`config.mk`:
```
export PLATFORM = sky130hd
export DESIGN_NAME = sorted_region_table_flat
export DESIGN_NICKNAME = d
export VERILOG_FILES = /design/src/sv/srt_pkg.sv /design/src/sv/srt_ifs.sv /design/src/sv/srt_ram.sv /design/src/sv/srt_cmp.sv /design/src/sv/srt_seq.sv /design/src/sv/sorted_region_table.sv /design/src/flat_wrapper.sv
export SDC_FILE = /design/constraint.sdc
export NUM_CORES = 2
export LEC_CHECK = 0
export ABC_AREA = 0
export BUFFER_PORTS_ARGS = -buffer_cell sky130_fd_sc_hd__buf_4
export CAP_MARGIN = 10
export CORE_ASPECT_RATIO = 2
export CORE_MARGIN = 2
export CORE_UTILIZATION = 45
export CTS_CLUSTER_SIZE = 14
export DETAILED_ROUTE_END_ITERATION = 7
export HOLD_SLACK_MARGIN = 0.15
export MAX_ROUTING_LAYER = met4
export PLACE_DENSITY = 0.72
export SKIP_CTS_REPAIR_TIMING = 1
export SLEW_MARGIN = 10
export SYNTH_ARGS = -nofsm -noshare
export SYNTH_HDL_FRONTEND = slang
export SYNTH_SLANG_ARGS = --single-unit
```
`constraint.sdc`:
```
create_clock -name clk -period 15.1 [get_ports clk]
set_input_delay 0.755 -clock clk [delete_from_list [all_inputs] [get_ports clk]]
set_output_delay 0.755 -clock clk [all_outputs]
set_load 0.05 [all_outputs]
```
`src/sv/srt_pkg.sv`:
```
package srt_pkg;

  localparam int CMD_W  = 2;
  localparam int STAT_W = 2;
  localparam int SLOT_W = 4;
  localparam int PERM_W = 8;
  localparam int FLAG_W = 32;

  typedef enum logic [CMD_W-1:0] {
    CMD_INSERT     = 2'd0,
    CMD_FIND_ADDR  = 2'd1,
    CMD_FIND_FLAGS = 2'd2,
    CMD_CLEAR      = 2'd3
  } cmd_t;

  typedef enum logic [STAT_W-1:0] {
    ST_OK        = 2'd0,
    ST_NOT_FOUND = 2'd1,
    ST_FULL      = 2'd2
  } status_t;

  typedef enum logic [3:0] {
    S_IDLE = 4'b0001,
    S_RD   = 4'b0010,
    S_CMP  = 4'b0100,
    S_DONE = 4'b1000
  } state_t;

  typedef struct packed {
    logic lt_base;
    logic lt_limit;
    logic flag_hit;
  } cmp_res_t;

endpackage

```
`src/sv/srt_ifs.sv`:
```
interface srt_in_if #(
  parameter int ADDR_BITS = 39
);
  logic                        valid;
  logic                        ready;
  logic [srt_pkg::CMD_W-1:0]   command;
  logic [ADDR_BITS-1:0]        start_addr;
  logic [ADDR_BITS:0]          end_addr;
  logic [srt_pkg::PERM_W-1:0]  perm_bits;
  logic [srt_pkg::FLAG_W-1:0]  flag_bits;
  logic [ADDR_BITS-1:0]        query_addr;

  modport source (
    output valid, command, start_addr, end_addr, perm_bits, flag_bits, query_addr,
    input  ready
  );
  modport sink (
    input  valid, command, start_addr, end_addr, perm_bits, flag_bits, query_addr,
    output ready
  );
endinterface

interface srt_out_if #(
  parameter int ADDR_BITS = 39
);
  logic                        valid;
  logic                        ready;
  logic [srt_pkg::STAT_W-1:0]  status;
  logic [srt_pkg::SLOT_W-1:0]  slot;
  logic [ADDR_BITS-1:0]        found_start;
  logic [ADDR_BITS:0]          found_end;
  logic [srt_pkg::PERM_W-1:0]  found_perm;
  logic [srt_pkg::FLAG_W-1:0]  found_flags;

  modport source (
    output valid, status, slot, found_start, found_end, found_perm, found_flags,
    input  ready
  );
  modport sink (
    input  valid, status, slot, found_start, found_end, found_perm, found_flags,
    output ready
  );
endinterface

```
`src/sv/srt_ram.sv`:
```
module srt_ram #(
  parameter int DEPTH = 16,
  parameter int WIDTH = 119,
  parameter int AW    = 4
) (
  input  logic             clk,
  input  logic             we,
  input  logic [AW-1:0]    waddr,
  input  logic [WIDTH-1:0] wdata,
  input  logic             re,
  input  logic [AW-1:0]    raddr,
  output logic [WIDTH-1:0] rdata
);

  logic [WIDTH-1:0] mem [DEPTH];
  logic [WIDTH-1:0] rdata_r;

  always_ff @(posedge clk) begin
    if (we) begin
      mem[waddr] <= wdata;
    end
    if (re) begin
      rdata_r <= mem[raddr];
    end
  end

  assign rdata = rdata_r;

endmodule

```
`src/sv/srt_cmp.sv`:
```
module srt_cmp #(
  parameter int ADDR_BITS = 39
) (
  input  logic [ADDR_BITS-1:0]       key,
  input  logic [srt_pkg::FLAG_W-1:0] mask,
  input  logic [ADDR_BITS-1:0]       ent_base,
  input  logic [ADDR_BITS:0]         ent_limit,
  input  logic [srt_pkg::FLAG_W-1:0] ent_flags,
  output srt_pkg::cmp_res_t          res
);

  always_comb begin
    res.lt_base  = key < ent_base;
    res.lt_limit = {1'b0, key} < ent_limit;
    res.flag_hit = |(mask & ent_flags);
  end

endmodule

```
`src/sv/srt_seq.sv`:
```
module srt_seq #(
  parameter int MAX_REGIONS = 16,
  parameter int ADDR_BITS   = 39,
  parameter int IDX_W       = 4,
  parameter int CNT_W       = 5,
  parameter int ENTRY_W     = 119
) (
  input  logic               clk,
  input  logic               rst_n,
  srt_in_if.sink             in_ch,
  srt_out_if.source          out_ch,
  output logic               ram_we,
  output logic [IDX_W-1:0]   ram_waddr,
  output logic [ENTRY_W-1:0] ram_wdata,
  output logic               ram_re,
  output logic [IDX_W-1:0]   ram_raddr,
  input  logic [ENTRY_W-1:0] ram_rdata
);

  localparam logic [CNT_W-1:0] FULL_CNT = CNT_W'(MAX_REGIONS);

  typedef struct packed {
    logic [ADDR_BITS-1:0]       base;
    logic [ADDR_BITS:0]         limit;
    logic [srt_pkg::PERM_W-1:0] perm;
    logic [srt_pkg::FLAG_W-1:0] flags;
  } entry_t;

  srt_pkg::state_t             state_r, state_nxt;
  srt_pkg::cmd_t               cmd_r, cmd_nxt;
  logic [ADDR_BITS-1:0]        key_r, key_nxt;
  entry_t                      new_r, new_nxt;
  logic [CNT_W-1:0]            cnt_r, cnt_nxt;
  logic [CNT_W-1:0]            idx_r, idx_nxt;
  srt_pkg::status_t            res_status_r, res_status_nxt;
  logic [srt_pkg::SLOT_W-1:0]  res_slot_r, res_slot_nxt;
  entry_t                      res_ent_r, res_ent_nxt;
  logic                        out_valid_r, out_valid_nxt;
  srt_pkg::status_t            out_status_r;
  logic [srt_pkg::SLOT_W-1:0]  out_slot_r;
  entry_t                      out_ent_r;
  entry_t                      rd_ent;
  srt_pkg::cmp_res_t           cmp;
  logic                        in_fire;
  logic                        out_load;
  logic                        hit;

  assign rd_ent = entry_t'(ram_rdata);

  srt_cmp #(.ADDR_BITS(ADDR_BITS)) u_cmp (
    .key       (key_r),
    .mask      (new_r.flags),
    .ent_base  (rd_ent.base),
    .ent_limit (rd_ent.limit),
    .ent_flags (rd_ent.flags),
    .res       (cmp)
  );

  assign in_ch.ready = (state_r == srt_pkg::S_IDLE);
  assign in_fire     = in_ch.valid && in_ch.ready;
  assign out_load    = (state_r == srt_pkg::S_DONE) && (!out_valid_r || out_ch.ready);
  assign hit = (cmd_r == srt_pkg::CMD_FIND_ADDR) ? (!cmp.lt_base && cmp.lt_limit)
                                                   : cmp.flag_hit;

  always_comb begin
    state_nxt      = state_r;
    cmd_nxt        = cmd_r;
    key_nxt        = key_r;
    new_nxt        = new_r;
    cnt_nxt        = cnt_r;
    idx_nxt        = idx_r;
    res_status_nxt = res_status_r;
    res_slot_nxt   = res_slot_r;
    res_ent_nxt    = res_ent_r;
    ram_we         = 1'b0;
    ram_waddr      = idx_r[IDX_W-1:0];
    ram_wdata      = new_r;
    ram_re         = 1'b0;
    ram_raddr      = idx_r[IDX_W-1:0];
    unique case (state_r)
      srt_pkg::S_IDLE: begin
        if (in_fire) begin
          cmd_nxt        = srt_pkg::cmd_t'(in_ch.command);
          key_nxt        = (srt_pkg::cmd_t'(in_ch.command) == srt_pkg::CMD_FIND_ADDR)
                           ? in_ch.query_addr : in_ch.start_addr;
          new_nxt.base   = in_ch.start_addr;
          new_nxt.limit  = in_ch.end_addr;
          new_nxt.perm   = in_ch.perm_bits;
          new_nxt.flags  = in_ch.flag_bits;
          res_status_nxt = srt_pkg::ST_OK;
          res_slot_nxt   = '0;
          res_ent_nxt    = '0;
          unique case (srt_pkg::cmd_t'(in_ch.command))
            srt_pkg::CMD_CLEAR: begin
              cnt_nxt   = '0;
              state_nxt = srt_pkg::S_DONE;
            end
            srt_pkg::CMD_INSERT: begin
              if (cnt_r == FULL_CNT) begin
                res_status_nxt = srt_pkg::ST_FULL;
                state_nxt      = srt_pkg::S_DONE;
              end else begin
                idx_nxt   = cnt_r;
                state_nxt = srt_pkg::S_RD;
              end
            end
            default: begin
              idx_nxt   = '0;
              state_nxt = srt_pkg::S_RD;
            end
          endcase
        end
      end
      srt_pkg::S_RD: begin
        if (cmd_r == srt_pkg::CMD_INSERT) begin
          if (idx_r == '0) begin
            ram_we    = 1'b1;
            cnt_nxt   = cnt_r + 1'b1;
            state_nxt = srt_pkg::S_DONE;
          end else begin
            ram_re    = 1'b1;
            ram_raddr = IDX_W'(idx_r - 1'b1);
            state_nxt = srt_pkg::S_CMP;
          end
        end else begin
          if (idx_r == cnt_r) begin
            res_status_nxt = srt_pkg::ST_NOT_FOUND;
            state_nxt      = srt_pkg::S_DONE;
          end else begin
            ram_re    = 1'b1;
            state_nxt = srt_pkg::S_CMP;
          end
        end
      end
      srt_pkg::S_CMP: begin
        if (cmd_r == srt_pkg::CMD_INSERT) begin
          ram_we = 1'b1;
          if (cmp.lt_base) begin
            ram_wdata = ram_rdata;
            idx_nxt   = idx_r - 1'b1;
            state_nxt = srt_pkg::S_RD;
          end else begin
            res_slot_nxt = srt_pkg::SLOT_W'(idx_r);
            cnt_nxt      = cnt_r + 1'b1;
            state_nxt    = srt_pkg::S_DONE;
          end
        end else if (hit) begin
          res_slot_nxt = srt_pkg::SLOT_W'(idx_r);
          res_ent_nxt  = rd_ent;
          state_nxt    = srt_pkg::S_DONE;
        end else begin
          idx_nxt   = idx_r + 1'b1;
          state_nxt = srt_pkg::S_RD;
        end
      end
      srt_pkg::S_DONE: begin
        if (out_load) begin
          state_nxt = srt_pkg::S_IDLE;
        end
      end
      default: begin
        state_nxt = srt_pkg::S_IDLE;
      end
    endcase
  end

  always_comb begin
    out_valid_nxt = out_valid_r;
    if (out_load) begin
      out_valid_nxt = 1'b1;
    end else if (out_ch.ready) begin
      out_valid_nxt = 1'b0;
    end
  end

  always_ff @(posedge clk) begin
    if (!rst_n) begin
      state_r     <= srt_pkg::S_IDLE;
      cnt_r       <= '0;
      out_valid_r <= 1'b0;
    end else begin
      state_r     <= state_nxt;
      cnt_r       <= cnt_nxt;
      out_valid_r <= out_valid_nxt;
    end
  end

  always_ff @(posedge clk) begin
    cmd_r        <= cmd_nxt;
    key_r        <= key_nxt;
    new_r        <= new_nxt;
    idx_r        <= idx_nxt;
    res_status_r <= res_status_nxt;
    res_slot_r   <= res_slot_nxt;
    res_ent_r    <= res_ent_nxt;
    if (out_load) begin
      out_status_r <= res_status_r;
      out_slot_r   <= res_slot_r;
      out_ent_r    <= res_ent_r;
    end
  end

  assign out_ch.valid       = out_valid_r;
  assign out_ch.status      = out_status_r;
  assign out_ch.slot        = out_slot_r;
  assign out_ch.found_start = out_ent_r.base;
  assign out_ch.found_end   = out_ent_r.limit;
  assign out_ch.found_perm  = out_ent_r.perm;
  assign out_ch.found_flags = out_ent_r.flags;

endmodule

```
`src/sv/sorted_region_table.sv`:
```
// Channel  Direction  Beat contents
// in_ch    sink       command, start_addr, end_addr, perm_bits, flag_bits, query_addr
// out_ch   source     status, slot, found_start, found_end, found_perm, found_flags
//
// One item at a time; a clear or a refused insert goes from S_IDLE straight to S_DONE,
// where its result waits until the result register is free. Insert and the finds scan
// the table memory, each entry read in S_RD and then compared in S_CMP.
// Reset empties the table; the entries themselves are not cleared.
// A result waiting on out_ch does not stop the next item from being taken and processed;
// only its hand-off to the result register waits.
module sorted_region_table #(
  parameter int MAX_REGIONS = 16,
  parameter int ADDR_BITS   = 39
) (
  input  logic      clk,
  input  logic      rst_n,
  srt_in_if.sink    in_ch,
  srt_out_if.source out_ch
);

  localparam int IDX_W   = $clog2(MAX_REGIONS);
  localparam int CNT_W   = $clog2(MAX_REGIONS + 1);
  localparam int ENTRY_W = ADDR_BITS + ADDR_BITS + 1 + srt_pkg::PERM_W + srt_pkg::FLAG_W;

  logic               ram_we;
  logic [IDX_W-1:0]   ram_waddr;
  logic [ENTRY_W-1:0] ram_wdata;
  logic               ram_re;
  logic [IDX_W-1:0]   ram_raddr;
  logic [ENTRY_W-1:0] ram_rdata;

  srt_ram #(
    .DEPTH (MAX_REGIONS),
    .WIDTH (ENTRY_W),
    .AW    (IDX_W)
  ) u_ram (
    .clk   (clk),
    .we    (ram_we),
    .waddr (ram_waddr),
    .wdata (ram_wdata),
    .re    (ram_re),
    .raddr (ram_raddr),
    .rdata (ram_rdata)
  );

  srt_seq #(
    .MAX_REGIONS (MAX_REGIONS),
    .ADDR_BITS   (ADDR_BITS),
    .IDX_W       (IDX_W),
    .CNT_W       (CNT_W),
    .ENTRY_W     (ENTRY_W)
  ) u_seq (
    .clk       (clk),
    .rst_n     (rst_n),
    .in_ch     (in_ch),
    .out_ch    (out_ch),
    .ram_we    (ram_we),
    .ram_waddr (ram_waddr),
    .ram_wdata (ram_wdata),
    .ram_re    (ram_re),
    .ram_raddr (ram_raddr),
    .ram_rdata (ram_rdata)
  );

  a_busy_after_accept: assert property (@(posedge clk) disable iff (!rst_n)
    (in_ch.valid && in_ch.ready) |=> !in_ch.ready)
    else $error("block took a second beat right after accepting one");

  a_no_read_write_overlap: assert property (@(posedge clk) disable iff (!rst_n)
    !(ram_we && ram_re))
    else $error("table memory read and written in the same cycle");

  a_read_then_compare: assert property (@(posedge clk) disable iff (!rst_n)
    ram_re |=> !in_ch.ready)
    else $error("table read issued without a following compare cycle");

endmodule
```
`src/flat_wrapper.sv`:
```
// flat-port wrapper written by rule: the top's interface ports become plain ports
module sorted_region_table_flat 
#(
  parameter int MAX_REGIONS = 16,
  parameter int ADDR_BITS   = 39
)
  (clk, rst_n, in_ch_valid, in_ch_command, in_ch_start_addr, in_ch_end_addr, in_ch_perm_bits, in_ch_flag_bits, in_ch_query_addr, in_ch_ready, out_ch_valid, out_ch_status, out_ch_slot, out_ch_found_start, out_ch_found_end, out_ch_found_perm, out_ch_found_flags, out_ch_ready);
  srt_in_if #(.ADDR_BITS(ADDR_BITS)) in_ch_i ();
  srt_out_if #(.ADDR_BITS(ADDR_BITS)) out_ch_i ();
  input  logic clk;
  input  logic rst_n;
  input wire logic [$bits(in_ch_i.valid)-1:0] in_ch_valid;
  input wire logic [$bits(in_ch_i.command)-1:0] in_ch_command;
  input wire logic [$bits(in_ch_i.start_addr)-1:0] in_ch_start_addr;
  input wire logic [$bits(in_ch_i.end_addr)-1:0] in_ch_end_addr;
  input wire logic [$bits(in_ch_i.perm_bits)-1:0] in_ch_perm_bits;
  input wire logic [$bits(in_ch_i.flag_bits)-1:0] in_ch_flag_bits;
  input wire logic [$bits(in_ch_i.query_addr)-1:0] in_ch_query_addr;
  output wire logic [$bits(in_ch_i.ready)-1:0] in_ch_ready;
  output wire logic [$bits(out_ch_i.valid)-1:0] out_ch_valid;
  output wire logic [$bits(out_ch_i.status)-1:0] out_ch_status;
  output wire logic [$bits(out_ch_i.slot)-1:0] out_ch_slot;
  output wire logic [$bits(out_ch_i.found_start)-1:0] out_ch_found_start;
  output wire logic [$bits(out_ch_i.found_end)-1:0] out_ch_found_end;
  output wire logic [$bits(out_ch_i.found_perm)-1:0] out_ch_found_perm;
  output wire logic [$bits(out_ch_i.found_flags)-1:0] out_ch_found_flags;
  input wire logic [$bits(out_ch_i.ready)-1:0] out_ch_ready;
  assign in_ch_i.valid = in_ch_valid;
  assign in_ch_i.command = in_ch_command;
  assign in_ch_i.start_addr = in_ch_start_addr;
  assign in_ch_i.end_addr = in_ch_end_addr;
  assign in_ch_i.perm_bits = in_ch_perm_bits;
  assign in_ch_i.flag_bits = in_ch_flag_bits;
  assign in_ch_i.query_addr = in_ch_query_addr;
  assign in_ch_ready = in_ch_i.ready;
  assign out_ch_valid = out_ch_i.valid;
  assign out_ch_status = out_ch_i.status;
  assign out_ch_slot = out_ch_i.slot;
  assign out_ch_found_start = out_ch_i.found_start;
  assign out_ch_found_end = out_ch_i.found_end;
  assign out_ch_found_perm = out_ch_i.found_perm;
  assign out_ch_found_flags = out_ch_i.found_flags;
  assign out_ch_i.ready = out_ch_ready;
  sorted_region_table #(.MAX_REGIONS(MAX_REGIONS), .ADDR_BITS(ADDR_BITS)) u_core (.clk(clk), .rst_n(rst_n), .in_ch(in_ch_i), .out_ch(out_ch_i));
endmodule
```
==> impl_metrics.env <==
export IMPL_status="completed"
export IMPL_syn_cell_area_mm2=0.0939
export IMPL_drt_iter0_markers=5344
export IMPL_grt_pass1_wl_um=326000
export IMPL_ant_nets=0
export IMPL_cp_start_kind="register"
export IMPL_maxCapViolCount=0
export IMPL_start_util=0.452
export IMPL_finalHoldViolCount=0
export IMPL_max_slew_margin=0.0999
export IMPL_grt_util_all_layers=0.219
export IMPL_synth_cells=4197
export IMPL_cts_tree="built"
export IMPL_grt_max_degree=169
export IMPL_min_period_ns=5.79
export IMPL_grt_ovfl_total=0
export IMPL_setup_worst_path_end_class="register"
export IMPL_cts_inserted_buffers=213
export IMPL_fin_nets=4981
export IMPL_ys_async_sr_fraction=0
export IMPL_dpl_instance_area_mm2=0.0997
export IMPL_gp_congestion=0.848
export IMPL_setup_ws_ns=9.31
export IMPL_synth_edf_count=2438
export IMPL_viasPerCell=5.89
export IMPL_grt_antenna_before_repair=8
export IMPL_p_leak_nw=35.5
export IMPL_multiInputGateArea_mm2=0.0195
export IMPL_cts_htree_levels=4
export IMPL_whs_path_depth=1
export IMPL_required_ns=15.69
export IMPL_rrSetupSlack_ns=9.31
export IMPL_synthFlopType="edfxtp_1"
export IMPL_rsz0062_at_grt="false"
export IMPL_cts_sinks=2448
export IMPL_power_density_mw_per_mm2=138
export IMPL_regArea_mm2=0.0734
export IMPL_dp_cells=7146
export IMPL_r2r_start="u_core.u_seq.idx_r[2]$_DFFE_PP_"
export IMPL_finalMaxSlewViolations=0
export IMPL_drc=0
export IMPL_core_area_mm2=0.208
export IMPL_synth_area_per_cell_um2=22.4
export IMPL_arrival_ns=6.38
export IMPL_fin_setup_tns_ns=0
export IMPL_via_count=44600
export IMPL_rows=237
export IMPL_area_delta_synth_final_pct=13.8
export IMPL_ir_drop_mv=0.124
export IMPL_clk_latency_ns=0.87
export IMPL_min_delay_path_class="primary input to register"
export IMPL_clockRootBuffer="clkbuf_16"
export IMPL_yosys_register_bits=2448
export IMPL_pre_cts_slack_ns=9.21
export IMPL_synth_warnings=0
export IMPL_synth_distinct_cells=55
export IMPL_routed_wl_um=229000
export IMPL_final_fill_count=15900
export IMPL_die_area_mm2=0.213
export IMPL_fmaxAchievable_mhz=173
export IMPL_worst_r2r_cell_count=10
export IMPL_ios=291
export IMPL_crit_path_max_fanout=109
export IMPL_worst_slew_pin_slew_ns=1.35
export IMPL_synth_nets=4447
export IMPL_grt_pass1_vias=45600
export IMPL_min_to="u_core.u_seq.new_r[78]$_DFFE_PP_"
export IMPL_stdcell_area_mm2=0.107
export IMPL_setup_viol=0
export IMPL_fin_skew_ns=0.0736
export IMPL_avgRoutedWirePerCell_um=30.2
export IMPL_first_pass_iters=5
export IMPL_yosysSeqAreaShare=0.782
export IMPL_io_buffers=290
export IMPL_path_clk_slew_ns=0.07
export IMPL_r2r_end="u_core.u_ram.rdata[10]$_DFFE_PP_"
export IMPL_cts_buffer_depth=4
export IMPL_drive_gt1_frac=0.266
export IMPL_worstSetupPathType="register to register"
export IMPL_min_from="in_ch_end_addr[38]"
export IMPL_post_dp_hpwl_um=129000
export IMPL_die_w_um=327
export IMPL_period_share=0.383
export IMPL_final_cell_count_no_fill=7578
export IMPL_die_h_um=650
[report_power, final]
group          internal [W]  switching, W  leakage, nW
Clock               0.00269       0.00231         2.93
Sequential          0.00789      0.000130         22.2
Combinational      0.000715      0.000981         10.4
[cells by family (layout without fill, tap and decap cells)]
family | count (synthesis) | in the layout | synth area share
compound gates | 122 | 122 | 0.00845
xor+xnor | 12 | 12 | 0.00120
fa+ha+maj | 86 | 86 | 0.0115
buf+inv | 268 | 896 | 0.0125
flops | 2448 | 2448 | 0.782
mux | 985 | 985 | 0.170
other cells | 0 | 5 | 0
simple gates | 276 | 276 | 0.0143
[flip-flops by register name (all words and copies together), names as in the netlist, 4 cells and up]
name	flops
u_core.u_ram.mem	1904
u_core.u_ram.rdata	119
u_core.u_seq.cnt_r	5
u_core.u_seq.idx_r	5
u_core.u_seq.key_r	39
u_core.u_seq.new_r	119
u_core.u_seq.out_ch.found_end	40
u_core.u_seq.out_ch.found_flags	32
u_core.u_seq.out_ch.found_perm	8
u_core.u_seq.out_ch.found_start	39
u_core.u_seq.out_ch.slot	4
u_core.u_seq.res_ent_r	119
u_core.u_seq.res_slot_r	4
u_core.u_seq.state_r	4
[how the worst max path moves through the flow]
stage,start,end,slack [ns]
6_report,u_core.u_seq.idx_r[2]$_DFFE_PP_,u_core.u_ram.rdata[10]$_DFFE_PP_,9.31
5_1_grt,u_core.u_seq.idx_r[2]$_DFFE_PP_,u_core.u_ram.rdata[10]$_DFFE_PP_,8.72
4_1_cts,u_core.u_seq.idx_r[2]$_DFFE_PP_,u_core.u_ram.rdata[72]$_DFFE_PP_,9.19
3_5_place_dp,u_core.u_seq.idx_r[2]$_DFFE_PP_,u_core.u_ram.rdata[10]$_DFFE_PP_,9.21
3_3_place_gp,u_core.u_seq.idx_r[2]$_DFFE_PP_,u_core.u_ram.rdata[18]$_DFFE_PP_,9.33
2_1_floorplan,u_core.u_seq.key_r[21]$_DFFE_PP_,u_core.u_seq.res_ent_r[0]$_SDFFCE_PN0P_,0.41
[worst max-delay path: stages, from the launching register on]
cell	delay, ns
edfxtp_1	0.58
or2_1	0.47
nor3b_2	0.49
nor3_4	0.14
xnor2_4	0.53
buf_12	0.50
buf_4	0.83
buf_4	0.68
mux4_2	0.58
mux2i_1	0.18
mux2i_1	0.10
[final cells by class]
cell class	instances	share of cell area
clock inverters	48	0.00385
flip-flops and latches	2448	0.687
inverters	86	0.00309
multi-input cells	1481	0.183
repair buffers	501	0.0386
well taps	2748	0.0322
clock buffers	261	0.0524
diodes	5	0.000117
[cells in the final DEF (no fill, tap or decap), types with 5 or more instances in the layout]
cell	n
inv_1	84
diode_2	5
dfxtp_1	10
nor2_4	17
a22oi_1	8
xor2_1	6
nor2_1	92
nand4_1	10
nor4_1	6
nand3_1	16
buf_4	378
a22o_1	12
mux4_2	476
mux2i_1	359
clkinv_2	11
a21oi_1	39
nand2b_1	6
a211oi_1	9
nor3_1	8
edfxtp_1	2438
o21ai_0	20
bufinv_16	6
dlygate4sd3_1	118
mux2_2	150
xnor2_1	5
clkbuf_16	217
clkbuf_1	44
nand2_1	49
and2_1	48
clkinv_1	24
nor2b_1	5
ha_1	85
[cells in the mapped netlist, drive strengths merged, types with 20 or more instances]
library cell  count  area (um^2)
mux2            150         1690
o21ai            20          100
clkbuf           57          214
nor2            109          409
and2             48          300
ha               86         1080
a21oi            41          205
mux4            476        10700
edfxtp         2438        73200
mux2i           359         3590
inv              85          319
buf             125          641
nand2            50          188
[per-stage QoR]
| step | util | hold WS [ns] | total power (W) |
|---|---|---|---|
| global route | 0.514 | 0.151 | 0.0152 |
| finish | 0.514 | 0.177 | 0.0147 |
| CTS | 0.508 | -0.00110 | 0.0148 |
| floorplan | - | 0.400 | 0.00933 |
| detailed placement | 0.479 | 0.405 | 0.00984 |
| global placement | 0.479 | 0.402 | 0.00980 |
[layer usage]
metal  vias up  GRT usage  share of wire  wire length (um)
met5         -          -              0                 0
met4         0     0.0729          0.035              8120
met3       392     0.0300          0.077             17600
met2      2201      0.356           0.50            114000
met1     23700      0.288           0.39             89000
li1      18400          -              -                 -
(Power assumes the default switching activity.)
